$ cat src/atlas_shelf_packer_macros.svh
// Assertion macros shared by the shelf packer modules.
// Depends on nothing; every use expects aclk and aresetn in scope.
`ifndef ATLAS_SHELF_PACKER_MACROS_SVH
`define ATLAS_SHELF_PACKER_MACROS_SVH

// same-cycle implication, disabled while in reset
`define ASP_ASSERT_IMPL(label, ante, cons, msg) \
    label: assert property (@(posedge aclk) disable iff (!aresetn) (ante) |-> (cons)) \
        else $error(msg);

// next-cycle implication, disabled while in reset
`define ASP_ASSERT_NEXT(label, ante, cons, msg) \
    label: assert property (@(posedge aclk) disable iff (!aresetn) (ante) |=> (cons)) \
        else $error(msg);

`endif

$ cat src/asp_pkg.sv
// Shared types, constants and helpers for the shelf packer.
// Used by asp_front, asp_fifo, asp_back and atlas_shelf_packer.
`timescale 1ns / 1ps

package asp_pkg;

    localparam int MAX_GLYPHS  = 64;
    localparam int IDX_W       = 6;
    localparam int CNT_W       = 7;
    localparam int GLYPH_W     = 8;
    localparam int PAD_W       = 4;
    localparam int DIM_W       = 13;
    localparam int ROW_W       = 9;
    localparam int QUEUE_DEPTH = 2;
    localparam int CFG_IDX_W   = 2;
    localparam int CFG_DATA_W  = 4;

    localparam logic [DIM_W-1:0] MAX_ATLAS  = 13'd4096;
    localparam logic [DIM_W-1:0] START_SIZE = 13'd8;
    localparam logic [DIM_W-1:0] POS_LIMIT  = 13'd8191;

    localparam logic [CFG_IDX_W-1:0] CFG_PADDING  = 2'd0;
    localparam logic [CFG_IDX_W-1:0] CFG_SHADOW   = 2'd1;
    localparam logic [CFG_IDX_W-1:0] CFG_FIT_MODE = 2'd2;

    typedef struct packed {
        logic [PAD_W-1:0] padding;
        logic [PAD_W-1:0] shadow;
        logic             fit_mode;
    } asp_cfg_t;

    typedef struct packed {
        logic [GLYPH_W-1:0] width;
        logic [GLYPH_W-1:0] height;
        logic               last;
        logic               keep;
        logic [IDX_W-1:0]   slot;
    } asp_item_t;

    typedef enum logic [2:0] {
        B_LOAD,
        B_FIT_RD,
        B_FIT_EV,
        B_SIZE_RD,
        B_SIZE_EV,
        B_PLACE_RD,
        B_PLACE_EV
    } back_state_t;

    function automatic logic [DIM_W-1:0] sat13(input logic [DIM_W:0] v);
        sat13 = (v > {1'b0, POS_LIMIT}) ? POS_LIMIT : v[DIM_W-1:0];
    endfunction

endpackage

$ cat src/asp_front.sv
// Input side of the shelf packer: accepts glyph transactions and tags each
// with its store slot and whether it fits in the store. Uses asp_pkg.
`timescale 1ns / 1ps

module asp_front (
    input  logic                         aclk,
    input  logic                         aresetn,
    input  logic                         s_valid,
    output logic                         s_ready,
    input  logic [asp_pkg::GLYPH_W-1:0]  s_glyph_width,
    input  logic [asp_pkg::GLYPH_W-1:0]  s_glyph_height,
    input  logic                         s_last_glyph,
    input  logic                         q_full,
    output logic                         q_push,
    output asp_pkg::asp_item_t           q_push_item
);

    logic [asp_pkg::CNT_W-1:0] count_reg;
    logic                      keep;

    assign s_ready = !q_full;
    assign q_push  = s_valid && s_ready;
    assign keep    = count_reg < asp_pkg::CNT_W'(asp_pkg::MAX_GLYPHS);

    always_comb begin
        q_push_item.width  = s_glyph_width;
        q_push_item.height = s_glyph_height;
        q_push_item.last   = s_last_glyph;
        q_push_item.keep   = keep;
        q_push_item.slot   = count_reg[asp_pkg::IDX_W-1:0];
    end

    // glyphs past a full store are dropped; a last glyph restarts the set
    always_ff @(posedge aclk) begin
        if (!aresetn) begin
            count_reg <= '0;
        end else if (q_push) begin
            if (s_last_glyph) begin
                count_reg <= '0;
            end else if (keep) begin
                count_reg <= count_reg + asp_pkg::CNT_W'(1);
            end
        end
    end

endmodule

$ cat src/asp_fifo.sv
// Short queue between the front and back of the shelf packer.
// Holds asp_pkg::asp_item_t entries; uses asp_pkg and the macro header.
`timescale 1ns / 1ps
`include "atlas_shelf_packer_macros.svh"

module asp_fifo (
    input  logic               aclk,
    input  logic               aresetn,
    input  logic               push,
    input  asp_pkg::asp_item_t push_item,
    output logic               full,
    output logic               q_valid,
    output asp_pkg::asp_item_t q_item,
    input  logic               pop
);

    asp_pkg::asp_item_t entry_reg [asp_pkg::QUEUE_DEPTH];
    logic       wr_ptr_reg;
    logic       rd_ptr_reg;
    logic [1:0] count_reg;

    assign full    = count_reg == 2'(asp_pkg::QUEUE_DEPTH);
    assign q_valid = count_reg != 2'd0;
    assign q_item  = entry_reg[rd_ptr_reg];

    always_ff @(posedge aclk) begin
        if (push) begin
            entry_reg[wr_ptr_reg] <= push_item;
        end
    end

    always_ff @(posedge aclk) begin
        if (!aresetn) begin
            wr_ptr_reg <= 1'b0;
            rd_ptr_reg <= 1'b0;
            count_reg  <= 2'd0;
        end else begin
            if (push) begin
                wr_ptr_reg <= !wr_ptr_reg;
            end
            if (pop) begin
                rd_ptr_reg <= !rd_ptr_reg;
            end
            if (push && !pop) begin
                count_reg <= count_reg + 2'd1;
            end else if (pop && !push) begin
                count_reg <= count_reg - 2'd1;
            end
        end
    end

    `ASP_ASSERT_IMPL(a_no_overflow, push, !full || pop, "queue written while full")
    `ASP_ASSERT_IMPL(a_no_underflow, pop, q_valid, "queue read while empty")

endmodule

$ cat src/asp_back.sv
// Packing engine of the shelf packer: glyph store, size search and placement.
// Uses asp_pkg and the macro header; fed by asp_fifo.
`timescale 1ns / 1ps
`include "atlas_shelf_packer_macros.svh"

module asp_back (
    input  logic                       aclk,
    input  logic                       aresetn,
    input  asp_pkg::asp_cfg_t          cfg,
    input  logic                       q_valid,
    input  asp_pkg::asp_item_t         q_item,
    output logic                       q_pop,
    output logic                       m_valid,
    input  logic                       m_ready,
    output logic [asp_pkg::DIM_W-1:0]  m_pos_x,
    output logic [asp_pkg::DIM_W-1:0]  m_pos_y,
    output logic [asp_pkg::DIM_W-1:0]  m_atlas_width,
    output logic [asp_pkg::DIM_W-1:0]  m_atlas_height,
    output logic                       m_too_large,
    output logic                       m_last_place
);

    localparam int DW = asp_pkg::DIM_W;
    localparam int RW = asp_pkg::ROW_W;
    localparam int GW = asp_pkg::GLYPH_W;

    asp_pkg::back_state_t state_reg, state_next;

    logic [GW-1:0] width_mem  [asp_pkg::MAX_GLYPHS];
    logic [GW-1:0] height_mem [asp_pkg::MAX_GLYPHS];
    logic [GW-1:0] rd_w_reg, rd_h_reg;

    logic [asp_pkg::IDX_W-1:0] idx_reg;
    logic [asp_pkg::CNT_W-1:0] n_reg;
    logic [DW-1:0] size_reg, aw_reg, ah_reg, cx_reg, cy_reg;
    logic [RW-1:0] rh_reg;
    logic          big_reg;

    logic          m_valid_reg, m_too_large_reg, m_last_place_reg;
    logic [DW-1:0] m_pos_x_reg, m_pos_y_reg, m_atlas_width_reg, m_atlas_height_reg;

    logic mem_we, out_fire, idx_last;

    // sizing datapath
    logic [4:0]    pad;
    logic [5:0]    pad2;
    logic [RW-1:0] gw_s, gh_s, rh_new;
    logic [DW:0]   sum_x, y_base, x_end, y_end;
    logic          wrap_s, size_fail;
    logic [DW-1:0] fit_w, fit_h;

    // placement datapath
    logic [RW-1:0] gw_p, gh_p, rh_pn;
    logic [DW:0]   sum_p;
    logic          wrap_p;
    logic [DW-1:0] cx_b, cx_n, cy_n, px, py;

    logic in_size_ev, run_done, big_shown, pos_zero;

    assign idx_last = ({1'b0, idx_reg} + asp_pkg::CNT_W'(1)) == n_reg;

    assign pad   = {1'b0, cfg.padding} + {1'b0, cfg.shadow};
    assign pad2  = {pad, 1'b0};
    assign gw_s  = {1'b0, rd_w_reg} + RW'(pad2);
    assign gh_s  = {1'b0, rd_h_reg} + RW'(pad2);
    assign fit_w = DW'(rd_w_reg) + DW'(pad2);
    assign fit_h = DW'(rd_h_reg) + DW'(pad2);

    assign sum_x     = {1'b0, cx_reg} + (DW+1)'(gw_s);
    assign wrap_s    = sum_x > {1'b0, size_reg};
    assign y_base    = wrap_s ? ({1'b0, cy_reg} + (DW+1)'(rh_reg)) : {1'b0, cy_reg};
    assign x_end     = wrap_s ? (DW+1)'(gw_s) : sum_x;
    assign y_end     = y_base + (DW+1)'(gh_s);
    assign size_fail = (x_end > {1'b0, size_reg}) || (y_end > {1'b0, size_reg});
    assign rh_new    = (wrap_s || gh_s > rh_reg) ? gh_s : rh_reg;

    assign gw_p   = {1'b0, rd_w_reg} + RW'({cfg.padding, 1'b0}) + RW'(cfg.shadow);
    assign gh_p   = {1'b0, rd_h_reg} + RW'({cfg.padding, 1'b0}) + RW'(cfg.shadow);
    assign sum_p  = {1'b0, cx_reg} + (DW+1)'(gw_p);
    assign wrap_p = sum_p > {1'b0, aw_reg};
    assign cy_n   = wrap_p ? asp_pkg::sat13({1'b0, cy_reg} + (DW+1)'(rh_reg)) : cy_reg;
    assign cx_b   = wrap_p ? '0 : cx_reg;
    assign px     = asp_pkg::sat13({1'b0, cx_b} + (DW+1)'(cfg.padding));
    assign py     = asp_pkg::sat13({1'b0, cy_n} + (DW+1)'(cfg.padding));
    assign cx_n   = asp_pkg::sat13({1'b0, cx_b} + (DW+1)'(gw_p));
    assign rh_pn  = (wrap_p || gh_p > rh_reg) ? gh_p : rh_reg;

    // next state
    always_comb begin
        state_next = state_reg;
        case (state_reg)
            asp_pkg::B_LOAD: begin
                if (q_valid && q_item.last) begin
                    state_next = cfg.fit_mode ? asp_pkg::B_FIT_RD : asp_pkg::B_SIZE_RD;
                end
            end
            asp_pkg::B_FIT_RD:  state_next = asp_pkg::B_FIT_EV;
            asp_pkg::B_FIT_EV:  state_next = asp_pkg::B_PLACE_RD;
            asp_pkg::B_SIZE_RD: state_next = asp_pkg::B_SIZE_EV;
            asp_pkg::B_SIZE_EV: begin
                if (size_fail) begin
                    state_next = (size_reg == asp_pkg::MAX_ATLAS) ?
                                 asp_pkg::B_PLACE_RD : asp_pkg::B_SIZE_RD;
                end else if (idx_last) begin
                    state_next = asp_pkg::B_PLACE_RD;
                end else begin
                    state_next = asp_pkg::B_SIZE_RD;
                end
            end
            asp_pkg::B_PLACE_RD: state_next = asp_pkg::B_PLACE_EV;
            asp_pkg::B_PLACE_EV: begin
                if (out_fire) begin
                    state_next = idx_last ? asp_pkg::B_LOAD : asp_pkg::B_PLACE_RD;
                end
            end
            default: state_next = asp_pkg::B_LOAD;
        endcase
    end

    // state outputs
    always_comb begin
        q_pop    = 1'b0;
        mem_we   = 1'b0;
        out_fire = 1'b0;
        case (state_reg)
            asp_pkg::B_LOAD: begin
                q_pop  = q_valid;
                mem_we = q_valid && q_item.keep;
            end
            asp_pkg::B_PLACE_EV: out_fire = !m_valid_reg || m_ready;
            default: begin
                q_pop    = 1'b0;
                mem_we   = 1'b0;
                out_fire = 1'b0;
            end
        endcase
    end

    always_ff @(posedge aclk) begin
        if (mem_we) begin
            width_mem[q_item.slot]  <= q_item.width;
            height_mem[q_item.slot] <= q_item.height;
        end
        rd_w_reg <= width_mem[idx_reg];
        rd_h_reg <= height_mem[idx_reg];
    end

    always_ff @(posedge aclk) begin
        if (!aresetn) begin
            state_reg   <= asp_pkg::B_LOAD;
            m_valid_reg <= 1'b0;
            idx_reg     <= '0;
        end else begin
            state_reg <= state_next;
            if (out_fire) begin
                m_valid_reg <= 1'b1;
            end else if (m_ready) begin
                m_valid_reg <= 1'b0;
            end
            case (state_reg)
                asp_pkg::B_LOAD: begin
                    if (q_valid && q_item.last) begin
                        idx_reg <= '0;
                    end
                end
                asp_pkg::B_SIZE_EV: begin
                    idx_reg <= (size_fail || idx_last) ? '0
                                                       : idx_reg + asp_pkg::IDX_W'(1);
                end
                asp_pkg::B_PLACE_EV: begin
                    if (out_fire) begin
                        idx_reg <= idx_reg + asp_pkg::IDX_W'(1);
                    end
                end
                default: idx_reg <= idx_reg;
            endcase
        end
    end

    always_ff @(posedge aclk) begin
        case (state_reg)
            asp_pkg::B_LOAD: begin
                if (q_valid && q_item.last) begin
                    n_reg    <= q_item.keep ?
                                (asp_pkg::CNT_W'(q_item.slot) + asp_pkg::CNT_W'(1))
                                : asp_pkg::CNT_W'(asp_pkg::MAX_GLYPHS);
                    size_reg <= asp_pkg::START_SIZE;
                    cx_reg   <= '0;
                    cy_reg   <= '0;
                    rh_reg   <= '0;
                end
            end
            asp_pkg::B_FIT_EV: begin
                aw_reg  <= fit_w;
                ah_reg  <= fit_h;
                big_reg <= (fit_w > asp_pkg::MAX_ATLAS) || (fit_h > asp_pkg::MAX_ATLAS);
            end
            asp_pkg::B_SIZE_EV: begin
                if (size_fail) begin
                    cx_reg <= '0;
                    cy_reg <= '0;
                    rh_reg <= '0;
                    if (size_reg == asp_pkg::MAX_ATLAS) begin
                        big_reg <= 1'b1;
                        aw_reg  <= asp_pkg::MAX_ATLAS;
                        ah_reg  <= asp_pkg::MAX_ATLAS;
                    end else begin
                        size_reg <= {size_reg[DW-2:0], 1'b0};
                    end
                end else if (idx_last) begin
                    big_reg <= 1'b0;
                    aw_reg  <= size_reg;
                    ah_reg  <= size_reg;
                    cx_reg  <= '0;
                    cy_reg  <= '0;
                    rh_reg  <= '0;
                end else begin
                    cx_reg <= x_end[DW-1:0];
                    cy_reg <= y_base[DW-1:0];
                    rh_reg <= rh_new;
                end
            end
            asp_pkg::B_PLACE_EV: begin
                if (out_fire) begin
                    cx_reg <= cx_n;
                    cy_reg <= cy_n;
                    rh_reg <= rh_pn;
                end
            end
            default: cx_reg <= cx_reg;
        endcase
    end

    // result register; an oversized set reports zero positions
    always_ff @(posedge aclk) begin
        if (out_fire) begin
            m_pos_x_reg        <= big_reg ? '0 : px;
            m_pos_y_reg        <= big_reg ? '0 : py;
            m_atlas_width_reg  <= aw_reg;
            m_atlas_height_reg <= ah_reg;
            m_too_large_reg    <= big_reg;
            m_last_place_reg   <= idx_last;
        end
    end

    assign m_valid        = m_valid_reg;
    assign m_pos_x        = m_pos_x_reg;
    assign m_pos_y        = m_pos_y_reg;
    assign m_atlas_width  = m_atlas_width_reg;
    assign m_atlas_height = m_atlas_height_reg;
    assign m_too_large    = m_too_large_reg;
    assign m_last_place   = m_last_place_reg;

    assign in_size_ev = state_reg == asp_pkg::B_SIZE_EV;
    assign run_done   = out_fire && idx_last;
    assign big_shown  = m_valid_reg && m_too_large_reg;
    assign pos_zero   = (m_pos_x_reg == '0) && (m_pos_y_reg == '0);

    `ASP_ASSERT_IMPL(a_size_pow2, in_size_ev, $onehot(size_reg), "trial size not a power of two")
    `ASP_ASSERT_NEXT(a_last_ends_run, run_done, state_reg == asp_pkg::B_LOAD, "run did not end")
    `ASP_ASSERT_IMPL(a_big_zero_pos, big_shown, pos_zero, "oversized result with nonzero position")

endmodule

$ cat src/atlas_shelf_packer.sv
// Top level of the glyph atlas shelf packer: configuration registers and
// the front, queue and back instances. Uses asp_pkg, asp_front, asp_fifo, asp_back.
`timescale 1ns / 1ps

// Glyph sizes enter through a two-entry queue on the s_ channel, one per cycle
// while the queue has room, and are kept in a 64-entry store; glyphs beyond 64
// in one set are dropped. The transaction that carries last_glyph starts packing
// the set of n glyphs, and one result per glyph leaves on the m_ channel in load
// order. The store has one read port and each glyph visit is a read step and then
// an evaluate step: fit mode makes one visit and then places all n glyphs, normal
// mode makes up to ten sizing passes (a pass ends at the first glyph that does not
// fit) before placement, and results wait while m_ready is low. New glyphs are
// taken into the queue while a set is being packed, until the queue is full.

module atlas_shelf_packer (
    input  logic                             aclk,
    input  logic                             aresetn,
    input  logic                             cfg_we,
    input  logic [asp_pkg::CFG_IDX_W-1:0]    cfg_index,
    input  logic [asp_pkg::CFG_DATA_W-1:0]   cfg_wdata,
    input  logic                             s_valid,
    output logic                             s_ready,
    input  logic [asp_pkg::GLYPH_W-1:0]      s_glyph_width,
    input  logic [asp_pkg::GLYPH_W-1:0]      s_glyph_height,
    input  logic                             s_last_glyph,
    output logic                             m_valid,
    input  logic                             m_ready,
    output logic [asp_pkg::DIM_W-1:0]        m_pos_x,
    output logic [asp_pkg::DIM_W-1:0]        m_pos_y,
    output logic [asp_pkg::DIM_W-1:0]        m_atlas_width,
    output logic [asp_pkg::DIM_W-1:0]        m_atlas_height,
    output logic                             m_too_large,
    output logic                             m_last_place
);

    asp_pkg::asp_cfg_t  cfg_reg;
    asp_pkg::asp_item_t push_item, q_item;
    logic q_full, q_push, q_valid, q_pop;

    always_ff @(posedge aclk) begin
        if (!aresetn) begin
            cfg_reg <= '0;
        end else if (cfg_we) begin
            case (cfg_index)
                asp_pkg::CFG_PADDING:  cfg_reg.padding  <= cfg_wdata;
                asp_pkg::CFG_SHADOW:   cfg_reg.shadow   <= cfg_wdata;
                asp_pkg::CFG_FIT_MODE: cfg_reg.fit_mode <= cfg_wdata[0];
                default:               cfg_reg          <= cfg_reg;
            endcase
        end
    end

    asp_front u_front (
        .aclk           (aclk),
        .aresetn        (aresetn),
        .s_valid        (s_valid),
        .s_ready        (s_ready),
        .s_glyph_width  (s_glyph_width),
        .s_glyph_height (s_glyph_height),
        .s_last_glyph   (s_last_glyph),
        .q_full         (q_full),
        .q_push         (q_push),
        .q_push_item    (push_item)
    );

    asp_fifo u_fifo (
        .aclk      (aclk),
        .aresetn   (aresetn),
        .push      (q_push),
        .push_item (push_item),
        .full      (q_full),
        .q_valid   (q_valid),
        .q_item    (q_item),
        .pop       (q_pop)
    );

    asp_back u_back (
        .aclk           (aclk),
        .aresetn        (aresetn),
        .cfg            (cfg_reg),
        .q_valid        (q_valid),
        .q_item         (q_item),
        .q_pop          (q_pop),
        .m_valid        (m_valid),
        .m_ready        (m_ready),
        .m_pos_x        (m_pos_x),
        .m_pos_y        (m_pos_y),
        .m_atlas_width  (m_atlas_width),
        .m_atlas_height (m_atlas_height),
        .m_too_large    (m_too_large),
        .m_last_place   (m_last_place)
    );

endmodule
$ cat config.mk
export PLATFORM = sky130hd
export DESIGN_NAME = atlas_shelf_packer
export DESIGN_NICKNAME = d
export VERILOG_FILES = /design/src/asp_pkg.sv /design/src/asp_front.sv /design/src/asp_fifo.sv /design/src/asp_back.sv /design/src/atlas_shelf_packer.sv
export VERILOG_INCLUDE_DIRS = /design/src /design/src/src
export SDC_FILE = /design/constraint.sdc
export NUM_CORES = 2
export LEC_CHECK = 0
export BUFFER_PORTS_ARGS = -buffer_cell sky130_fd_sc_hd__buf_4
export CORE_MARGIN = 2
export CORE_UTILIZATION = 45
export DETAILED_ROUTE_END_ITERATION = 12
export MAX_ROUTING_LAYER = met4
export SETUP_SLACK_MARGIN = 0.05
export SLEW_MARGIN = 5
export SYNTH_ARGS = -nofsm -noshare
export SYNTH_HDL_FRONTEND = slang
export SYNTH_SLANG_ARGS = --single-unit
export TNS_END_PERCENT = 50
$ cat constraint.sdc
create_clock -name aclk -period 11.23 [get_ports aclk]
set_input_delay 1.123 -clock aclk [delete_from_list [all_inputs] [get_ports aclk]]
set_output_delay 1.123 -clock aclk [all_outputs]
set_load 0.01 [all_outputs]
==> impl_metrics.py <==
metrics = {
    "outcome": {
        "outcome": "complete, no violations",
    },
    "die": {
        "pin_count": 84,
        "fp-row-count": 126,
        "die_h_um": 349.1,
        "dieArea_sq_um": 121800,
        "core_area_sq_um": 118100,
        "start_util": 0.4538,
        "die_w_um": 349.1,
    },
    "sta": {
        "max-slew-margin-rel": 0.04686,
        "worst_slew_pin_slew_ns": 1.430,
        "tns_ns": 0,
        "drv_slew": 0,
        "fmax_mhz": 96.78,
        "period_share": 0.9201,
        "finalHoldViolations": 0,
        "min_period_ns": 10.33,
        "hold_slack_ns": 0.4317,
        "fin_worst_skew_ns": 0.02866,
        "rsz0062_at_grt": "false",
        "finalSetupViolCount": 0,
    },
    "clock_tree": {
        "clock_path_buffers": 3,
        "cts_tree": "yes",
        "cts_inserted_buffers": 134,
        "cts-root-buf": "clkbuf_16",
        "clk_pin_slew_ns": 0.06,
        "cts_sinks": 1244,
        "worstSkewPairLatency_ns": 0.74,
        "cts_max_level": 4,
    },
    "drt": {
        "dr.pass1.iters": 5,
        "drc_errors": 0,
        "antenna_left": 0,
        "vias_per_cell": 5.889,
        "drt-total-wl_um": 133700,
        "vias": 28357,
        "first_iter_violations": 2670,
        "wl_per_cell_um": 27.77,
    },
    "synth": {
        "synthXorXnorAreaFrac": 0.01635,
        "yosysWarnings": 0,
        "seq_area_frac_synth": 0.6884,
        "netlist_instances": 2972,
        "muxShareOfSynthArea": 0.1509,
        "ys.flop_type": "edfxtp_1",
        "ys_seq_elements": 1244,
        "syn_area_per_cell_sq_um": 18.03,
        "synth_top_family_by_area": "multiplexers",
        "synthDistinctLibCells": 74,
        "synth_compound_area_frac": 0.04360,
        "syn_nets": 3164,
        "synthSimpleGateAreaFrac": 0.04353,
        "synth-edff-count": 1197,
        "async_reset_ff_frac": 0,
        "synth-adder-area-share": 0.04082,
        "syn_area_sq_um": 53580,
    },
    "cells_and_area": {
        "nets": 3364,
        "final_util": 0.5156,
        "final_cell_mix": "edfxtp_1, mux4_2, buf_4, nor2_1, ha_1",
        "syn2layout_area_growth_pct": 13.64,
        "instances_no_fill": 4815,
        "final_common_cell": "edfxtp_1",
        "fillers": 9392,
        "drive_gt1_frac": 0.2369,
    },
    "global_routing": {
        "grt_pass1_vias": 29033,
        "grt_max_degree": 139,
        "globalRouteOverflowTotal": 0,
        "grt_pass1_wl_um": 196100,
        "grt_usage": 0.2286,
        "antenna_found_initial": 3,
    },
    "worst_setup_path": {
        "cp_slowest_stage_delay_ns": 0.55,
        "worstPathArrival_ns": 10.82,
        "path_class": "reg -> reg",
        "startpoint_type": "register",
        "cp_slowest_cell": "fa_1",
        "cp-end-kind": "register",
        "path_max_fanout": 25,
        "required_ns": 11.71,
    },
    "placement": {
        "port_buffers": 83,
        "dpl.hpwl_um": 85230,
        "place_inst": 4569,
        "gp_congestion": 0.9298,
    },
    "worst_hold_path": {
        "hold_path_class": "reg -> reg",
    },
    "power_and_ir_drop": {
        "p_per_area_nw_per_um2": 237.1,
        "leakagePower_nw": 19.93,
        "ir_drop_mv": 0.2598,
    },
    "flow_run": {
        "max_cap_viol_count": 0,
    },
}
## cell usage after synthesis, types with 5 or more instances
cell type,instances,share of area
mux2i_1,26,0.0049
nand2_1,113,0.0079
dfxtp_1,47,0.018
nand4_1,12,0.0014
mux4_2,336,0.14
nor3_1,19,0.0018
a211oi_1,11,0.0015
xnor2_1,67,0.011
mux2_2,23,0.0048
clkbuf_1,84,0.0059
o211ai_1,5,0.00070
or3_1,7,0.00082
nor2_1,180,0.013
xor2_1,33,0.0054
buf_1,29,0.0020
and3_1,19,0.0022
a21o_1,23,0.0032
a21oi_1,89,0.0083
buf_2,14,0.0013
inv_1,93,0.0065
o21a_1,26,0.0036
or2_2,5,0.00058
nor4_1,7,0.00082
fa_1,18,0.0067
o21ai_0,98,0.0092
and2_1,20,0.0023
o21bai_1,13,0.0018
a32o_1,9,0.0017
nor2b_1,33,0.0039
a22o_1,12,0.0020
nand2b_1,13,0.0015
o22ai_1,15,0.0018
ha_1,146,0.034
a31oi_1,9,0.0011
nand3b_1,5,0.00070
edfxtp_1,1197,0.67
nand3_1,38,0.0035
a21boi_0,8,0.0011
## cell families (layout without fill, tap and decap cells)
family | after synthesis | in the layout
XOR/XNOR | 100 | 100
AND/OR/NAND/NOR | 493 | 493
flip-flops | 1244 | 1244
other | 0 | 3
multiplexers | 385 | 385
AO/OA/AOI/OAI | 361 | 361
adder cells (fa/ha/maj) | 164 | 164
buffers and inverters | 225 | 529
## worst paths after layout
path	to	cells past startpoint	slack, ns	startpoint
worst max-delay path	u_back.size_reg[6]	50	0.90	cfg_reg[5]
worst min-delay path	u_back.m_atlas_height[1]	0	0.43	u_back.ah_reg[1]
worst max register to register	u_back.size_reg[6]	50	0.90	cfg_reg[5]
worst min register to register	u_back.m_atlas_height[1]	0	0.43	u_back.ah_reg[1]
## what timing repair did
action / in CTS / in global routing
gates resized for setup: 0 / 3
hold buffers: 0 / 0
buffers inserted: 0 / 0
hold endpoints to repair: 0 / 0
endpoints found under the setup margin: 0 / 31
## per-stage QoR
step	setup WS (ns)	cell area (sq um)	total power, mW
global placement	0.9373	56470	10.03
finish	0.8968	60890	14.44
detailed placement	0.6196	56470	10.14
global route	0.08194	60880	15.16
CTS	0.5448	60810	14.51
floorplan	1.267	53580	8.702
## cell type report
class                      count  area, sq um  share of cell area
tap                         1536         1922             0.03156
timing repair buffer         195         1514             0.02486
inverter                      94        352.8            0.005795
sequential                  1244        36900              0.6060
multi-input combinational   1503        15860              0.2604
clock buffer                 172         3676             0.06037
clock inverter                68        659.4             0.01083
antenna                        3        7.507           0.0001233
## report_power, final
group	switching, mW	internal [mW]	total [mW]
Sequential	0.208	5.70	5.91
Combinational	2.73	1.44	4.17
Clock	1.80	2.55	4.35
## layer usage
layer | part of all wire | up-vias | GRT usage
met4 | 0.038 | 0 | 0.09210
met2 | 0.50 | 950 | 0.3697
met1 | 0.41 | 14807 | 0.2922
met3 | 0.054 | 262 | 0.03364
met5 | 0 | - | -
li1 | - | 12338 | -
## worst max-delay path: cells and delay by family, from the launching register on
| kind | cells | cell delay (ns) |
|---|---|---|
| compound gates | 19 | 3.29 |
| xor+xnor | 3 | 0.65 |
| fa+ha+maj | 8 | 2.80 |
| buf+inv | 8 | 1.23 |
| flops | 1 | 0.41 |
| simple gates | 12 | 1.71 |
(Power assumes the default switching activity.)
